==> src/rtl/mmcp_pkg.sv <==
package mmcp_pkg;

	localparam int MESSAGE_BYTES_DEF = 31;
	localparam int TIMEOUT_W         = 16;
	localparam logic [TIMEOUT_W-1:0] TIMEOUT_RESET = 16'd500;
	localparam int READING_W         = 27;
	localparam int HELD_W            = 5;

	// Byte positions that carry reading digits.
	localparam int POS_FIRST_DIGIT = 7;
	localparam int POS_END_DIGITS  = 13;
	localparam int POS_TENTHS_A    = 27;
	localparam int POS_TENTHS_B    = 28;

	localparam logic [6:0] CHAR_MASK  = 7'h7F;
	localparam logic [6:0] CHAR_ZERO  = 7'h30;
	localparam logic [6:0] CHAR_NINE  = 7'h39;

	typedef enum logic {
		REQ_BYTE = 1'b0,
		REQ_TICK = 1'b1
	} req_kind_t;

	typedef enum logic {
		ST_COMPLETE = 1'b0,
		ST_TIMEOUT  = 1'b1
	} status_t;

	typedef struct packed {
		req_kind_t  req_type;
		logic [7:0] rx_byte;
	} item_t;

	typedef struct packed {
		status_t                status;
		logic [READING_W-1:0]   reading_tenths;
		logic                   parity_error;
		logic                   digit_error;
		logic [HELD_W-1:0]      bytes_held;
	} result_t;

endpackage

==> src/rtl/mmcp_if.sv <==
interface mmcp_req_if;
	logic       valid;
	logic       ready;
	logic       req_type;
	logic [7:0] rx_byte;

	modport source (output valid, output req_type, output rx_byte, input ready);
	modport sink   (input valid, input req_type, input rx_byte, output ready);
endinterface

interface mmcp_res_if;
	logic        valid;
	logic        ready;
	logic        status;
	logic [26:0] reading_tenths;
	logic        parity_error;
	logic        digit_error;
	logic [4:0]  bytes_held;

	modport source (output valid, output status, output reading_tenths,
		output parity_error, output digit_error, output bytes_held, input ready);
	modport sink   (input valid, input status, input reading_tenths,
		input parity_error, input digit_error, input bytes_held, output ready);
endinterface

==> src/rtl/mmcp_in_stage.sv <==
module mmcp_in_stage
	import mmcp_pkg::*;
(
	input  logic  clk,
	input  logic  arst_n,
	input  logic  in_valid,
	output logic  in_ready,
	input  item_t in_item,
	input  logic  advance,
	output logic  item_valid,
	output item_t item
);

	logic  valid_s1;
	item_t item_s1;

	assign in_ready   = !valid_s1 || advance;
	assign item_valid = valid_s1;
	assign item       = item_s1;

	always_ff @(posedge clk or negedge arst_n) begin
		if (!arst_n) begin
			valid_s1 <= 1'b0;
		end else if (in_ready) begin
			valid_s1 <= in_valid;
		end
	end

	always_ff @(posedge clk) begin
		if (in_ready && in_valid) begin
			item_s1 <= in_item;
		end
	end

endmodule

==> src/rtl/mmcp_parse.sv <==
module mmcp_parse
	import mmcp_pkg::*;
#(
	parameter int MESSAGE_BYTES = MESSAGE_BYTES_DEF
) (
	input  logic                 clk,
	input  logic                 arst_n,
	input  logic                 item_go,
	input  item_t                item,
	input  logic [TIMEOUT_W-1:0] timeout_ticks,
	output logic                 result_go,
	output result_t              result
);

	localparam int CNT_W = $clog2(MESSAGE_BYTES + 1);

	logic [CNT_W-1:0]     byte_count_q, byte_count_n, count_plus;
	logic [TIMEOUT_W-1:0] idle_count_q, idle_count_n, idle_inc;
	logic [READING_W-1:0] acc_q, acc_n, acc_times10;
	logic                 parity_q, parity_n, nondigit_q, nondigit_n;
	logic [6:0]           char_val;
	logic                 is_digit, in_field, byte_parity;
	logic [3:0]           digit;

	assign char_val    = item.rx_byte[6:0] & CHAR_MASK;
	assign is_digit    = (char_val >= CHAR_ZERO) && (char_val <= CHAR_NINE);
	assign digit       = is_digit ? char_val[3:0] : 4'd0;
	assign byte_parity = ^item.rx_byte;
	assign in_field    = ((byte_count_q >= CNT_W'(POS_FIRST_DIGIT))
		&& (byte_count_q < CNT_W'(POS_END_DIGITS)))
		|| (byte_count_q == CNT_W'(POS_TENTHS_A))
		|| (byte_count_q == CNT_W'(POS_TENTHS_B));
	// Times ten as two shifted copies; the sum wraps at the reading width.
	assign acc_times10 = {acc_q[READING_W-4:0], 3'b000} + {acc_q[READING_W-2:0], 1'b0};
	assign count_plus  = byte_count_q + CNT_W'(1);
	assign idle_inc    = (idle_count_q != '1) ? idle_count_q + TIMEOUT_W'(1) : idle_count_q;

	always_comb begin
		byte_count_n          = byte_count_q;
		idle_count_n          = idle_count_q;
		acc_n                 = acc_q;
		parity_n              = parity_q;
		nondigit_n            = nondigit_q;
		result_go             = 1'b0;
		result.status         = ST_COMPLETE;
		result.reading_tenths = acc_q;
		result.parity_error   = parity_q;
		result.digit_error    = nondigit_q;
		result.bytes_held     = byte_count_q[HELD_W-1:0];
		if (item_go) begin
			unique case (item.req_type)
				REQ_TICK: begin
					if ((byte_count_q != '0) && (idle_inc > timeout_ticks)) begin
						result_go     = 1'b1;
						result.status = ST_TIMEOUT;
						byte_count_n  = '0;
						idle_count_n  = '0;
						acc_n         = '0;
						parity_n      = 1'b0;
						nondigit_n    = 1'b0;
					end else begin
						idle_count_n = idle_inc;
					end
				end
				REQ_BYTE: begin
					idle_count_n = '0;
					parity_n     = parity_q | byte_parity;
					if (in_field) begin
						acc_n      = acc_times10 + READING_W'(digit);
						nondigit_n = nondigit_q | !is_digit;
					end
					byte_count_n = count_plus;
					if (count_plus == CNT_W'(MESSAGE_BYTES)) begin
						result_go             = 1'b1;
						result.status         = ST_COMPLETE;
						result.reading_tenths = acc_n;
						result.parity_error   = parity_n;
						result.digit_error    = nondigit_n;
						result.bytes_held     = count_plus[HELD_W-1:0];
						byte_count_n          = '0;
						acc_n                 = '0;
						parity_n              = 1'b0;
						nondigit_n            = 1'b0;
					end
				end
				default: begin
				end
			endcase
		end
	end

	always_ff @(posedge clk or negedge arst_n) begin
		if (!arst_n) begin
			byte_count_q <= '0;
			idle_count_q <= '0;
			acc_q        <= '0;
			parity_q     <= 1'b0;
			nondigit_q   <= 1'b0;
		end else begin
			byte_count_q <= byte_count_n;
			idle_count_q <= idle_count_n;
			acc_q        <= acc_n;
			parity_q     <= parity_n;
			nondigit_q   <= nondigit_n;
		end
	end

endmodule

==> src/rtl/mmcp_out_stage.sv <==
module mmcp_out_stage
	import mmcp_pkg::*;
(
	input  logic    clk,
	input  logic    arst_n,
	input  logic    result_go,
	input  result_t result,
	output logic    advance,
	output logic    out_valid,
	input  logic    out_ready,
	output result_t out_result
);

	logic    valid_q;
	result_t result_q;

	// The register may take a new result when empty or when its current one leaves.
	assign advance    = !valid_q || out_ready;
	assign out_valid  = valid_q;
	assign out_result = result_q;

	always_ff @(posedge clk or negedge arst_n) begin
		if (!arst_n) begin
			valid_q <= 1'b0;
		end else if (advance) begin
			valid_q <= result_go;
		end
	end

	always_ff @(posedge clk) begin
		if (advance && result_go) begin
			result_q <= result;
		end
	end

endmodule

==> src/rtl/meter_message_capture_parse_top.sv <==
// Channel  Role    Payload
// req      sink    req_type, rx_byte
// res      source  status, reading_tenths, parity_error, digit_error, bytes_held
// cfg      write   cfg_wr_data (timeout_ticks) when cfg_wr_en is high
//
// One item is accepted per cycle while req is ready. Each item passes an input
// register, then the parse logic, which updates the message state and may load
// the result register; a result is valid on res once it is in that register.
// Reset clears the message state, the valid flags and sets the timeout to 500.
// A stalled result holds the result register; req stays ready as long as the
// input register can move into the parse step.
module meter_message_capture_parse_top
	import mmcp_pkg::*;
#(
	parameter int MESSAGE_BYTES = MESSAGE_BYTES_DEF
) (
	input  logic                 clk,
	input  logic                 arst_n,
	mmcp_req_if.sink             req,
	mmcp_res_if.source           res,
	input  logic                 cfg_wr_en,
	input  logic [TIMEOUT_W-1:0] cfg_wr_data
);

	logic                 advance, item_valid, item_go, result_go, req_ready;
	item_t                in_item, item;
	result_t              result, out_result;
	logic [TIMEOUT_W-1:0] timeout_q;

	always_ff @(posedge clk or negedge arst_n) begin
		if (!arst_n) begin
			timeout_q <= TIMEOUT_RESET;
		end else if (cfg_wr_en) begin
			timeout_q <= cfg_wr_data;
		end
	end

	assign in_item.req_type = req_kind_t'(req.req_type);
	assign in_item.rx_byte  = req.rx_byte;
	assign req.ready        = req_ready;

	mmcp_in_stage u_in (
		.clk        (clk),
		.arst_n     (arst_n),
		.in_valid   (req.valid),
		.in_ready   (req_ready),
		.in_item    (in_item),
		.advance    (advance),
		.item_valid (item_valid),
		.item       (item)
	);

	assign item_go = item_valid && advance;

	mmcp_parse #(
		.MESSAGE_BYTES (MESSAGE_BYTES)
	) u_parse (
		.clk           (clk),
		.arst_n        (arst_n),
		.item_go       (item_go),
		.item          (item),
		.timeout_ticks (timeout_q),
		.result_go     (result_go),
		.result        (result)
	);

	mmcp_out_stage u_out (
		.clk        (clk),
		.arst_n     (arst_n),
		.result_go  (result_go),
		.result     (result),
		.advance    (advance),
		.out_valid  (res.valid),
		.out_ready  (res.ready),
		.out_result (out_result)
	);

	assign res.status         = out_result.status;
	assign res.reading_tenths = out_result.reading_tenths;
	assign res.parity_error   = out_result.parity_error;
	assign res.digit_error    = out_result.digit_error;
	assign res.bytes_held     = out_result.bytes_held;

	// A complete message always holds the full byte count.
	assert property (@(posedge clk) disable iff (!arst_n)
		(res.valid && (res.status == ST_COMPLETE)) |->
			(res.bytes_held == HELD_W'(MESSAGE_BYTES)))
		else $error("complete message with wrong byte count");

	// The input side only stalls behind a waiting result.
	assert property (@(posedge clk) disable iff (!arst_n)
		!req.ready |-> (res.valid && !res.ready))
		else $error("input stalled without output back-pressure");

	// A result is only loaded by an item that was in the input register.
	assert property (@(posedge clk) disable iff (!arst_n)
		result_go |-> item_go)
		else $error("result produced without an item");

endmodule

==> src/flat_wrapper.sv <==
// flat-port wrapper written by rule: the top's interface ports become plain ports
module meter_message_capture_parse_top_flat import mmcp_pkg::*;
#(
	parameter int MESSAGE_BYTES = MESSAGE_BYTES_DEF
)
  (clk, arst_n, cfg_wr_en, cfg_wr_data, req_valid, req_req_type, req_rx_byte, req_ready, res_valid, res_status, res_reading_tenths, res_parity_error, res_digit_error, res_bytes_held, res_ready);
  mmcp_req_if req_i ();
  mmcp_res_if res_i ();
  input  logic clk;
  input  logic arst_n;
  input  logic cfg_wr_en;
  input  logic [TIMEOUT_W-1:0] cfg_wr_data;
  input wire logic [$bits(req_i.valid)-1:0] req_valid;
  input wire logic [$bits(req_i.req_type)-1:0] req_req_type;
  input wire logic [$bits(req_i.rx_byte)-1:0] req_rx_byte;
  output wire logic [$bits(req_i.ready)-1:0] req_ready;
  output wire logic [$bits(res_i.valid)-1:0] res_valid;
  output wire logic [$bits(res_i.status)-1:0] res_status;
  output wire logic [$bits(res_i.reading_tenths)-1:0] res_reading_tenths;
  output wire logic [$bits(res_i.parity_error)-1:0] res_parity_error;
  output wire logic [$bits(res_i.digit_error)-1:0] res_digit_error;
  output wire logic [$bits(res_i.bytes_held)-1:0] res_bytes_held;
  input wire logic [$bits(res_i.ready)-1:0] res_ready;
  assign req_i.valid = req_valid;
  assign req_i.req_type = req_req_type;
  assign req_i.rx_byte = req_rx_byte;
  assign req_ready = req_i.ready;
  assign res_valid = res_i.valid;
  assign res_status = res_i.status;
  assign res_reading_tenths = res_i.reading_tenths;
  assign res_parity_error = res_i.parity_error;
  assign res_digit_error = res_i.digit_error;
  assign res_bytes_held = res_i.bytes_held;
  assign res_i.ready = res_ready;
  meter_message_capture_parse_top #(.MESSAGE_BYTES(MESSAGE_BYTES)) u_core (.clk(clk), .arst_n(arst_n), .req(req_i), .res(res_i), .cfg_wr_en(cfg_wr_en), .cfg_wr_data(cfg_wr_data));
endmodule
==> config.mk <==
export PLATFORM = sky130hd
export DESIGN_NAME = meter_message_capture_parse_top_flat
export DESIGN_NICKNAME = d
export VERILOG_FILES = /design/src/rtl/mmcp_pkg.sv /design/src/rtl/mmcp_if.sv /design/src/rtl/mmcp_in_stage.sv /design/src/rtl/mmcp_parse.sv /design/src/rtl/mmcp_out_stage.sv /design/src/rtl/meter_message_capture_parse_top.sv /design/src/flat_wrapper.sv
export SDC_FILE = /design/constraint.sdc
export NUM_CORES = 1
export LEC_CHECK = 0
export BUFFER_PORTS_ARGS = -buffer_cell sky130_fd_sc_hd__buf_2
export CAP_MARGIN = 15
export CORE_MARGIN = 2
export CORE_UTILIZATION = 30
export CTS_CLUSTER_SIZE = 28
export DETAILED_ROUTE_END_ITERATION = 12
export GPL_ROUTABILITY_DRIVEN = 0
export PLACE_DENSITY = 0.57
export SLEW_MARGIN = 20
export SYNTH_ARGS = -nofsm -noshare
export SYNTH_HDL_FRONTEND = slang
export SYNTH_HIERARCHICAL = 1
export SYNTH_SLANG_ARGS = --single-unit
export TNS_END_PERCENT = 50
==> constraint.sdc <==
create_clock -name clk -period 9.6 [get_ports clk]
set_input_delay 0.96 -clock clk [delete_from_list [all_inputs] [get_ports clk]]
set_output_delay 0.96 -clock clk [all_outputs]
set_load 0.1 [all_outputs]
# Word-level counts from Yosys, hierarchy flattened
# Cells that the tools add are included.
# Widths: inputs -> output; s select.
# op_classes
addsub	4
magnitude_cmp	5
n_eq_ne	5
muxes	25
bitwise	3
reduce_logical	16
# ops
cell	n
$mux 34	3
$mux 27	3
$pmux 27 s2	1
$mux 16	2
$pmux 16 s2	1
$add 27x27->27	1
$add 27x4->27	1
$add 16x1->16 const B	1
$gt 16x16->1	1
$ne 16x16->1 const B	1
$eq 5x5->1 const B	3
$mux 5	2
$pmux 5 s2	1
$pmux 1 s2	4
$reduce_xor 8->1	1
$ge 7x6->1 const B	1
$le 7x6->1 const B	1
$mux 1	7
$logic_and 1x1->1	6
$add 5x1->5 const B	1
$ge 5x3->1 const B	1
$lt 5x4->1 const B	1
$reduce_bool 5->1	1
$logic_or 1x1->1	4
other kinds (6)	9
# word_totals
ff_bits	112
in_bits	30
out_inout_bits	37
wordCells	73

# Logic depth before layout (Yosys ltp)
# logic_depth
word_depth	8
ltp_mapped	18
mapped_depth_nobuf	17

# By module
# The synthesis kept the hierarchy.
# modules_own_cells
mod	instances	cells_each	area_each_um2	seq_area_each_um2
mmcp_parse	1	600	5183.7	1251.2
mmcp_out_stage	1	39	1104.8	1076.0
meter_message_capture_parse_top	1	35	663.1	407.9
mmcp_in_stage	1	13	324.1	295.3

# Worst setup path before layout
# OpenSTA, ideal clock, no wires.
# synth_timing
kind	reg2reg
from	reg u_core.u_parse.idle_count_q[3]
to	reg u_core.u_out.result_q (netlist bit u_core/u_out/out_result[0]), enable pin
setup_ns	0.345
t_arrival_ns	3.626
required_time_ns	9.255
path_slack_ns	5.629
stages_incl_launch_ff	17
path_buffers	2
period_less_slack_ns	3.971
path_cell_list	dfrtp_1 > buf_2 > and4_1 > and3_1 > nand3_2 > nor3_2 > nand3_1 > mux2_2 > ha_1 > nand4_1 > or4_1 > a21oi_1 > o31a_1 > buf_6 > nand3_1 > nand2_1 > and2_4
# synth_via
elab_chain_cells	8
elab_cells_between_ends	9
classes_between	add/sub (1); order compare (1); eq/ne (1); mux (4); reduce/logical (2)
# synth_lines
element	line_no	source
start: declaration	mmcp_parse.sv:18	logic [TIMEOUT_W-1:0] idle_count_q, idle_count_n, idle_inc;
start signal: assignment	mmcp_parse.sv:101	idle_count_q <= idle_count_n;
$add 16x1->16 / $ne 16x16->1 (equally long branches)	mmcp_parse.sv:36	assign idle_inc = (idle_count_q != '1) ? idle_count_q + TIMEOUT_W'(1) : idle_count_q;
$mux 16 *	mmcp_parse.sv:36	
$gt 16x16->1 *	mmcp_parse.sv:53	if ((byte_count_q != '0) && (idle_inc > timeout_ticks)) begin
$logic_and 1x1->1 *	mmcp_parse.sv:53	
$mux 1 *	mmcp_parse.sv:53	
$pmux 1 s2 *	mmcp_parse.sv:51	unique case (item.req_type)
$mux 1 *	mmcp_parse.sv:50	if (item_go) begin
net u_core.result_go	meter_message_capture_parse_top.sv:25	logic advance, item_valid, item_go, result_go, req_ready;
$logic_and 1x1->1 *	mmcp_out_stage.sv:31	if (advance && result_go) begin
end signal: assignment	mmcp_out_stage.sv:32	result_q <= result;
end: declaration	mmcp_out_stage.sv:15	result_t result_q;
# The timed path passes the listed nets; every way through them passes the cells marked *.
# A chain may end at the register's enable or synchronous reset.

# Worst setup path after layout
# layout_timing
from	reg u_core.u_parse.idle_count_q[3]
to	reg u_core.u_out.result_q (netlist bit u_core/u_out/out_result[25]), enable pin
# Same word-level chain as after synthesis.

==> impl_metrics.json <==
{
  "tritoncts": "yes",
  "grt_max_degree": 69,
  "end_kind": "flop",
  "clock_path_buffers": 2,
  "fmax_mhz": 209,
  "io_buffers": 66,
  "cts_made_buffers": 9,
  "antenna_found_initial": 0,
  "slew_headroom_pct": 32.3,
  "cp_data_arrival_time_ns": 4.79,
  "worst_slew_pin_slew_ns": 1.00,
  "cts_num_sinks": 112,
  "clkLatencyLatePin_ns": 0.37,
  "switching_share_pct": 28.7,
  "irDropWorstVdd_uv": 79.1,
  "track_usage_pct": 13.1,
  "die_w_um": 160,
  "p_sw_uw": 308,
  "p_seq_share_pct": 51.9,
  "drt-initial-drc-count": 342,
  "yosysTopAreaCellShare_pct": 21.3,
  "synthMuxAreaShare_pct": 6.67,
  "post_cts_buffers": 0,
  "nets": 848,
  "synth_top_family_by_area": "compound AO/OA/AOI/OAI gates",
  "synth_commonest_cells": "74 x ha_1, 64 x nand2_1, 62 x dfrtp_1",
  "regArea_um2": 3030,
  "status": "finished clean",
  "synth-seq-cells": 112,
  "yosysWarnings": 6,
  "critPathRequiredTime_ns": 9.61,
  "start_util_pct": 30.8,
  "ys_seq_area_share_pct": 41.7,
  "rsz0062_at_grt": "false",
  "cts_root_buf": "clkbuf_16",
  "die-area_um2": 25500,
  "drive_gt1_share_pct": 20.3,
  "ys.flop_type": "dfrtp_1",
  "core_area_um2": 23600,
  "syn2layout_area_growth_pct": 11.8,
  "grt_pass1_vias": 5239,
  "synth_fp_nets": 793,
  "synth.most_common_cell": "ha_1",
  "synth_compound_area_share_pct": 16.4,
  "io_pins": 67,
  "gr-total-overflow": 0,
  "synth_enable_flop_cells": 44,
  "maxCapViolations": 0,
  "drc_errors": 0,
  "ys_types": 72,
  "ant_nets": 0,
  "clkPwrFrac_pct": 34.4,
  "viasPerCell": 5.03,
  "n_antenna_cell": 0,
  "synth-xor-area-share_pct": 4.69,
  "wl_per_cell_um": 15.2,
  "setup_tns_ns": 0,
  "die-height_um": 160,
  "worstPathMaxFanout": 35,
  "synth_area_um2": 7280,
  "multi_input_area_um2": 3940,
  "cts_resized": 0,
  "leakage_uw": 0.00387,
  "ctsHoldBuffers": 0,
  "worstSetupPathType": "flop to flop",
  "yosys.area_share.simple_pct": 13.1,
  "fin_worst_skew_ns": 0.0129,
  "fillCellCount": 2390,
  "grt_pass1_wl_um": 27300,
  "synth_fa_ha_area_share_pct": 13.3,
  "synth_top_area_cell": "dfrtp_1",
  "synth_cells": 687,
  "ys_top_cells_by_area": "dfrtp_1 21%, edfxtp_1 18%, ha_1 13%",
  "design_area_um2": 8140,
  "place_area_um2": 7860,
  "cts.clk_slew.worst_paths_ns": 0.08,
  "intPower_uw": 766,
  "h-tree-depth": 3,
  "min_path_type": "flop to flop",
  "fin_crit_sh_pct": 49.8,
  "setup_viol": 0,
  "routed_wl_um": 16200,
  "crit_path_start_kind": "flop",
  "ys_async_sr_fraction_pct": 60.7,
  "fin_crit_ns": 4.78,
  "final-hold-violation-count": 0,
  "p_comb_share_pct": 13.7,
  "drv_slew": 0,
  "vias": 5363,
  "synth.avg_cell_area_um2": 10.6,
  "dp_hpwl_um": 11800,
  "row_count": 56,
  "power.density_nw_per_um2": 132,
  "dr.pass1.iters": 7
}
layout by cell type, fill, tap and decap left out, types with 24 or more instances in the layout:
master	instances
buf_2	66
edfxtp_1	44
ha_1	74
o21ai_0	35
a21oi_1	40
dfrtp_1	62
nand3_1	24
inv_1	36
mux2_2	27
nand2_1	64
cells by family after synthesis:
| family | count (synthesis) |
|---|---|
| xor gates and xnor gates | 39 |
| DFF | 112 |
| adders and majority gates | 76 |
| AOI/OAI and AO/OA | 175 |
| and+or+nand+nor | 184 |
| muxes | 40 |
| buffers and inverters | 61 |
per-stage QoR:
step | hold WS [ns] | cells | power, uW | utilization [%] | worst slack [ns]
2_1_floorplan | 0.477 | 687 | 668 | - | 5.63
3_3_place_gp | 0.492 | 1050 | 712 | 33.3 | 5.00
3_5_place_dp | 0.496 | 1050 | 714 | 33.3 | 4.85
4_1_cts | 0.515 | 1066 | 1090 | 34.5 | 4.84
5_1_grt | 0.539 | 1066 | 1130 | 34.5 | 4.44
6_report | 0.510 | 1066 | 1070 | 34.5 | 4.82
power groups by stage:
| stage | sequential [uW] | clock, uW | combinational [uW] |
|---|---|---|---|
| final | 557 | 369 | 147 |
| after global routing | 563 | 401 | 165 |
| after CTS | 557 | 381 | 148 |
| after detailed placement | 567 | 0 | 147 |
| after global placement | 566 | 0 | 147 |
| after floorplan | 551 | 0 | 117 |
final timing paths:
| check | from | to | slack [ns] | depth (start not counted) |
|---|---|---|---|---|
| max | u_core/u_parse/idle_count_q[3]$_DFFE_PN0P_ | u_core/u_out/out_result[25]$_DFFE_PP_ | 4.82 | 14 |
| min reg2reg | u_core/timeout_q[11]$_DFFE_PN0P_ | u_core/timeout_q[11]$_DFFE_PN0P_ | 0.51 | 1 |
| min | u_core/timeout_q[11]$_DFFE_PN0P_ | u_core/timeout_q[11]$_DFFE_PN0P_ | 0.51 | 1 |
| min in group asynchronous | arst_n | u_core/u_parse/acc_q[8]$_DFFE_PN0P_ | 0.80 | 2 |
| max in group asynchronous | arst_n | u_core/u_in/item_valid$_DFFE_PN0P_ | 8.17 | 2 |
| max reg2reg | u_core/u_parse/idle_count_q[3]$_DFFE_PN0P_ | u_core/u_out/out_result[25]$_DFFE_PP_ | 4.82 | 14 |
flip-flops by register name (all words and copies together), names as in the netlist:
name                         cells
u_core/u_out/out_result         35
u_core/u_parse/acc_q            27
u_core/timeout_q                16
u_core/u_parse/idle_count_q     16
u_core/u_in/item                 9
u_core/u_parse/byte_count_q      5
u_core/u_in/item_valid           1
u_core/u_out/out_valid           1
u_core/u_parse/nondigit_q        1
u_core/u_parse/parity_q          1
critical path, cell delays in order (launching register included):
cell     delay, ns
dfrtp_1       0.49
and4_1        0.30
and3_1        0.24
nand3_2       0.14
nor3_2        0.37
nand3_1       0.15
mux2_2        0.29
ha_1          0.30
nand4_1       0.14
or4_1         0.53
a21oi_1       0.13
o31a_1        0.45
nand3_1       0.17
nand2_1       0.20
and2_4        0.51
layer usage:
layer	vias up	GRT usage, %	share of wire [%]
met1	2592	18.9	51
met5	-	0	0
met4	0	4.01	1.3
met2	111	20.1	44
li1	2648	-	-
met3	12	2.26	3.8
final cells by class:
class                   instances  area share (%)
inverters                      36            1.66
clock buffers                   9            2.77
multi-input cells             514            48.4
clock inverters                 7           0.661
flip-flops and latches        112            37.2
repair buffers                 69            4.34
well taps                     319            4.91
(Power assumes the default switching activity.)
